`src/sv/afi_pkg.sv`:
```
// Shared types, constants and fixed-point helpers for the acoustic face flux block.
package afi_pkg;

  localparam int unsigned NORM_FRAC = 14;
  localparam int unsigned R_FRAC    = 30;
  localparam int unsigned FRAC_BITS = 16;
  localparam int unsigned DIV_STEPS = R_FRAC + 1;
  localparam int unsigned QDEPTH    = 4;
  localparam int unsigned QPTR_W    = $clog2(QDEPTH);
  localparam int unsigned NSTAGE_B  = 13;

  typedef enum logic [1:0] {
    CFG_INV_DENSITY    = 2'd0,
    CFG_SOUND_SPEED_SQ = 2'd1,
    CFG_CHAR_IMPEDANCE = 2'd2
  } cfg_idx_e;

  typedef logic signed [65:0] wide_t;

  typedef struct packed {
    logic signed [31:0] p_in;
    logic signed [31:0] ux_in;
    logic signed [31:0] uy_in;
    logic signed [31:0] p_out;
    logic signed [31:0] ux_out;
    logic signed [31:0] uy_out;
    logic signed [15:0] nx;
    logic signed [15:0] ny;
    logic               wall;
    logic [31:0]        zw;
  } item_t;

  typedef struct packed {
    item_t              it;
    logic signed [31:0] refl;
  } qent_t;

  // Right shift rounding to nearest, ties away from zero.
  function automatic wide_t rnd_shr(wide_t x, int unsigned s);
    wide_t half;
    wide_t neg;
    half = wide_t'(1) <<< (s - 1);
    neg  = x[65] ? wide_t'(1) : wide_t'(0);
    return (x + half - neg) >>> s;
  endfunction

  function automatic logic signed [31:0] sat32(wide_t x);
    wide_t hi;
    wide_t lo;
    hi = wide_t'(64'sh0000_0000_7FFF_FFFF);
    lo = -wide_t'(64'sh0000_0000_8000_0000);
    if (x > hi) begin
      return hi[31:0];
    end else if (x < lo) begin
      return lo[31:0];
    end
    return x[31:0];
  endfunction

  function automatic logic signed [48:0] clamp48(wide_t x);
    wide_t lim;
    lim = wide_t'(1) <<< 47;
    if (x > lim) begin
      return lim[48:0];
    end else if (x < -lim) begin
      return 49'(-lim);
    end
    return x[48:0];
  endfunction

endpackage

```
`src/sv/afi_queue.sv`:
```
// Short queue that decouples the coefficient front end from the flux back end.
module afi_queue (
  input  logic                clk_i,
  input  logic                rst_ni,
  input  logic                push_i,
  input  afi_pkg::qent_t      push_ent_i,
  output logic                ready_o,
  input  logic                pop_i,
  output logic                empty_o,
  output afi_pkg::qent_t      head_o
);

  localparam int unsigned D = afi_pkg::QDEPTH;
  localparam int unsigned W = afi_pkg::QPTR_W;

  afi_pkg::qent_t ent_q [D];
  logic [W-1:0]   wp_q, wp_d, rp_q, rp_d;
  logic [W:0]     cnt_q, cnt_d;

  assign ready_o = cnt_q != (W+1)'(D);
  assign empty_o = cnt_q == '0;
  assign head_o  = ent_q[rp_q];

  always_comb begin
    wp_d  = push_i ? wp_q + 1'b1 : wp_q;
    rp_d  = pop_i ? rp_q + 1'b1 : rp_q;
    cnt_d = cnt_q + (W+1)'(push_i) - (W+1)'(pop_i);
  end

  always_ff @(posedge clk_i or negedge rst_ni) begin
    if (!rst_ni) begin
      wp_q  <= '0;
      rp_q  <= '0;
      cnt_q <= '0;
    end else begin
      wp_q  <= wp_d;
      rp_q  <= rp_d;
      cnt_q <= cnt_d;
    end
  end

  always_ff @(posedge clk_i) begin
    if (push_i) begin
      ent_q[wp_q] <= push_ent_i;
    end
  end

endmodule

```
`config.mk`:
```
export PLATFORM = sky130hd
export DESIGN_NAME = afi_queue
export DESIGN_NICKNAME = d
export VERILOG_FILES = /design/src/sv/afi_pkg.sv /design/src/sv/afi_queue.sv
export SDC_FILE = /design/constraint.sdc
export NUM_CORES = 1
export LEC_CHECK = 0
export CAP_MARGIN = 20
export CORE_MARGIN = 2
export CORE_UTILIZATION = 58
export CTS_CLUSTER_DIAMETER = 50
export DETAILED_ROUTE_END_ITERATION = 7
export DONT_BUFFER_PORTS = 1
export GPL_ROUTABILITY_DRIVEN = 1
export PLACE_DENSITY = 0.75
export SETUP_SLACK_MARGIN = 0.3
export SYNTH_ARGS = -nofsm -noshare
export SYNTH_HDL_FRONTEND = slang
export SYNTH_SLANG_ARGS = --single-unit
```
`constraint.sdc`:
```
create_clock -name clk_i -period 10.98 [get_ports clk_i]
set_input_delay 0.549 -clock clk_i [delete_from_list [all_inputs] [get_ports clk_i]]
set_output_delay 0.549 -clock clk_i [all_outputs]
set_load 0.1 [all_outputs]
```
==> summary.txt <==
Status
  – Status: finished clean

Synthesis
  – Net count after synthesis: 1845
  – Synth cell types: 18
  – Ranking of synthesized cells by area: edfxtp_1, mux4_2, buf_12, dfrtp_1, buf_2
  – Mapped Cells: 1545
  – Synth top area share: 81.9%
  – Ys Warns: 0
  – Seq cells post-synth: 1163
  – Register area share after synthesis: 82.3%
  – Average size of a mapped cell: 27.4 µm²
  – Synth area leader: edfxtp_1
  – Cell Area, Synth: 0.0424 mm²

Routing
  – DRT antenna net count: 0
  – Final WL: 93000 µm
  – Routed WL per cell: 31.3 µm
  – Initial DRC count: 1895
  – Vias per inst: 6.24
  – Post-route DRC: 0
  – First-pass iteration count of the detailed router: 5
  – Vias: 18.5k

Floorplan
  – IO Pins: 584
  – Area of the die: 0.0753 mm²
  – Die height: 274 µm
  – Initial core utilization: 58.3%
  – Row count: 99
  – Core Area: 0.0727 mm²
  – Chip width: 274 µm

STA
  – Final hold slack: 82.1 ps
  – Worst Tran Pin Value: 1200 ps
  – Fin crit period: 4130 ps
  – Final hold violations: 0
  – Max Clock Skew: 26.4 ps
  – Fin Setup TNS: 0 ps
  – RSZ-0062 raised after global routing: false
  – Pins Over Slew Limit: 0
  – Slew HR: 19.8%
  – Final worst path period share: 37.6%
  – Final Setup Violations: 0
  – Worst setup margin: 6850 ps
  – Fmax achieved: 242 MHz

GRT
  – Initial antenna violation count: 7
  – Largest net degree at the start of global routing: 163
  – GRT Total Usage: 24.6%
  – Number of global-route vias before repair: 19.6k
  – Grt total ovfl: 0
  – Global-route wire length before repair: 134000 µm

Clocking
  – CTS root buf: clkbuf_16
  – Post-CTS Resized: 0
  – CTS clock-pin slew for the worst setup and hold paths: 60 ps
  – CTS H-tree lvls: 3
  – CTS tree: built
  – Clk Latency, worst-skew pair: 670 ps
  – CTS sink count: 1163
  – Postcts setup bufs: 0
  – Maximum clock path buffer count: 3
  – CTS buffer count: 113

Cells and area
  – Final nets: 2206
  – Fillers: 4045
  – Layout cells sized above 1: 23.5%
  – Syn-to-layout area delta: 17.0%

Worst setup path
  – Setup Crit Path Kind: register to output pin
  – Crit path max fanout: 76
  – Critical path arrival: 3580 ps
  – Critical path startpoint category: register
  – Crit end category: output pin
  – WP data required: 10430 ps

Place
  – DP Worst Slack: 7540 ps
  – Final GP Congestion: 0.809
  – DP Wirelength: 49100 µm
  – Buffers added on ports: 0

Hold path
  – Hold Crit Class: input pin to register

Job
  – Number of max-cap violations: 0
placed cells by master (no fill, tap or decap), types with 2 or more instances in the layout:
cell | Yosys | final
and2_4 | 0 | 4
buf_12 | 32 | 7
buf_4 | 0 | 11
bufinv_16 | 0 | 7
clkbuf_1 | 5 | 21
clkbuf_16 | 0 | 115
clkinv_1 | 0 | 32
clkinv_16 | 0 | 3
clkinv_2 | 0 | 17
dfrtp_1 | 7 | 5
dfrtp_4 | 0 | 2
diode_2 | 0 | 11
dlygate4sd3_1 | 0 | 292
edfxtp_1 | 1156 | 1156
ha_1 | 6 | 6
inv_1 | 6 | 6
inv_6 | 0 | 4
inv_8 | 0 | 4
mux4_2 | 289 | 289
nand2_1 | 3 | 3
xnor2_1 | 3 | 3
xor2_1 | 2 | 2
per-stage QoR:
| step | std cells | utilization [%] | area [µm²] |
|---|---|---|---|
| 2_1_floorplan | 1545 | - | 42400 |
| 3_3_place_gp | 2457 | 59.2 | 43100 |
| 3_5_place_dp | 2457 | 59.2 | 43100 |
| 4_1_cts | 2956 | 68.2 | 49600 |
| 5_1_grt | 2960 | 68.2 | 49600 |
| 6_report | 2968 | 68.3 | 49600 |
cell families (layout without fill, tap and decap cells):
logic type | after synthesis | after routing | share of synthesized area, %
flops | 1163 | 1163 | 82.3
mux | 289 | 289 | 15.3
buf+inv | 71 | 524 | 1.93
simple gates | 9 | 9 | 0.106
fa+ha+maj | 7 | 7 | 0.224
xor+xnor | 5 | 5 | 0.103
compound gates | 1 | 1 | 0.0118
other cells | 0 | 11 | 0
sequential cells by signal (all words and copies together), names as in the netlist:
| register | count |
|---|---|
| ent_q | 1156 |
| cnt_q | 3 |
| rp_q | 2 |
| wp_q | 2 |
per-layer routing:
layer,share of wire (%),GRT usage (%)
met5,0.057,0
met4,3.0,8.27
met3,9.7,7.29
met2,53,42.9
met1,34,29.3
critical path, cell delays in order (launching register included):
cell     delay (ps)
dfrtp_4        1010
buf_4           970
mux4_2          790
path summary, 6_finish.rpt:
path / from / to / slack (ps) / depth (start not counted)
worst max-delay path: rp_q[1]$_DFFE_PN0P_ / head_o[122] / 6850 / 2
worst min-delay path: pop_i / rp_q[1]$_DFFE_PN0P_ / 80 / 2
worst max register to register: wp_q[0]$_DFFE_PN0P_ / ent_q[0][108]$_DFFE_PP_ / 7590 / 5
worst min register to register: cnt_q[2]$_DFF_PN0_ / cnt_q[2]$_DFF_PN0_ / 530 / 1
max in group asynchronous: rst_ni / rp_q[1]$_DFFE_PN0P_ / 10380 / 1
min in group asynchronous: rst_ni / rp_q[0]$_DFFE_PN0P_ / 270 / 1
timing repair:
| action | in CTS | in global routing |
|---|---|---|
| endpoints found under the hold margin | 1167 | 0 |
| hold buffers | 292 | 0 |
| endpoints found under the setup margin | 0 | 0 |
cell usage after synthesis:
cell type,instances
xor2_1,2
nor3_1,1
buf_1,7
buf_12,32
buf_6,1
inv_1,6
edfxtp_1,1156
mux4_2,289
fa_1,1
xnor2_1,3
o21ai_0,1
ha_1,6
clkbuf_1,5
nor2_1,1
buf_2,20
dfrtp_1,7
and2_1,4
nand2_1,3
layout make-up:
| type | count | area [µm²] | area share, % |
|---|---|---|---|
| flip-flops and latches | 1163 | 34900 | 70.3 |
| multi-input cells | 311 | 6710 | 13.5 |
| repair buffers | 311 | 3170 | 6.39 |
| clock buffers | 136 | 2960 | 5.96 |
| well taps | 959 | 1200 | 2.42 |
| clock inverters | 71 | 638 | 1.29 |
| diodes | 11 | 27.5 | 0.0555 |
| inverters | 6 | 22.5 | 0.0454 |
Power is not shown: default switching activity piles up to over one toggle a cycle in this logic, so the estimate is an artifact.
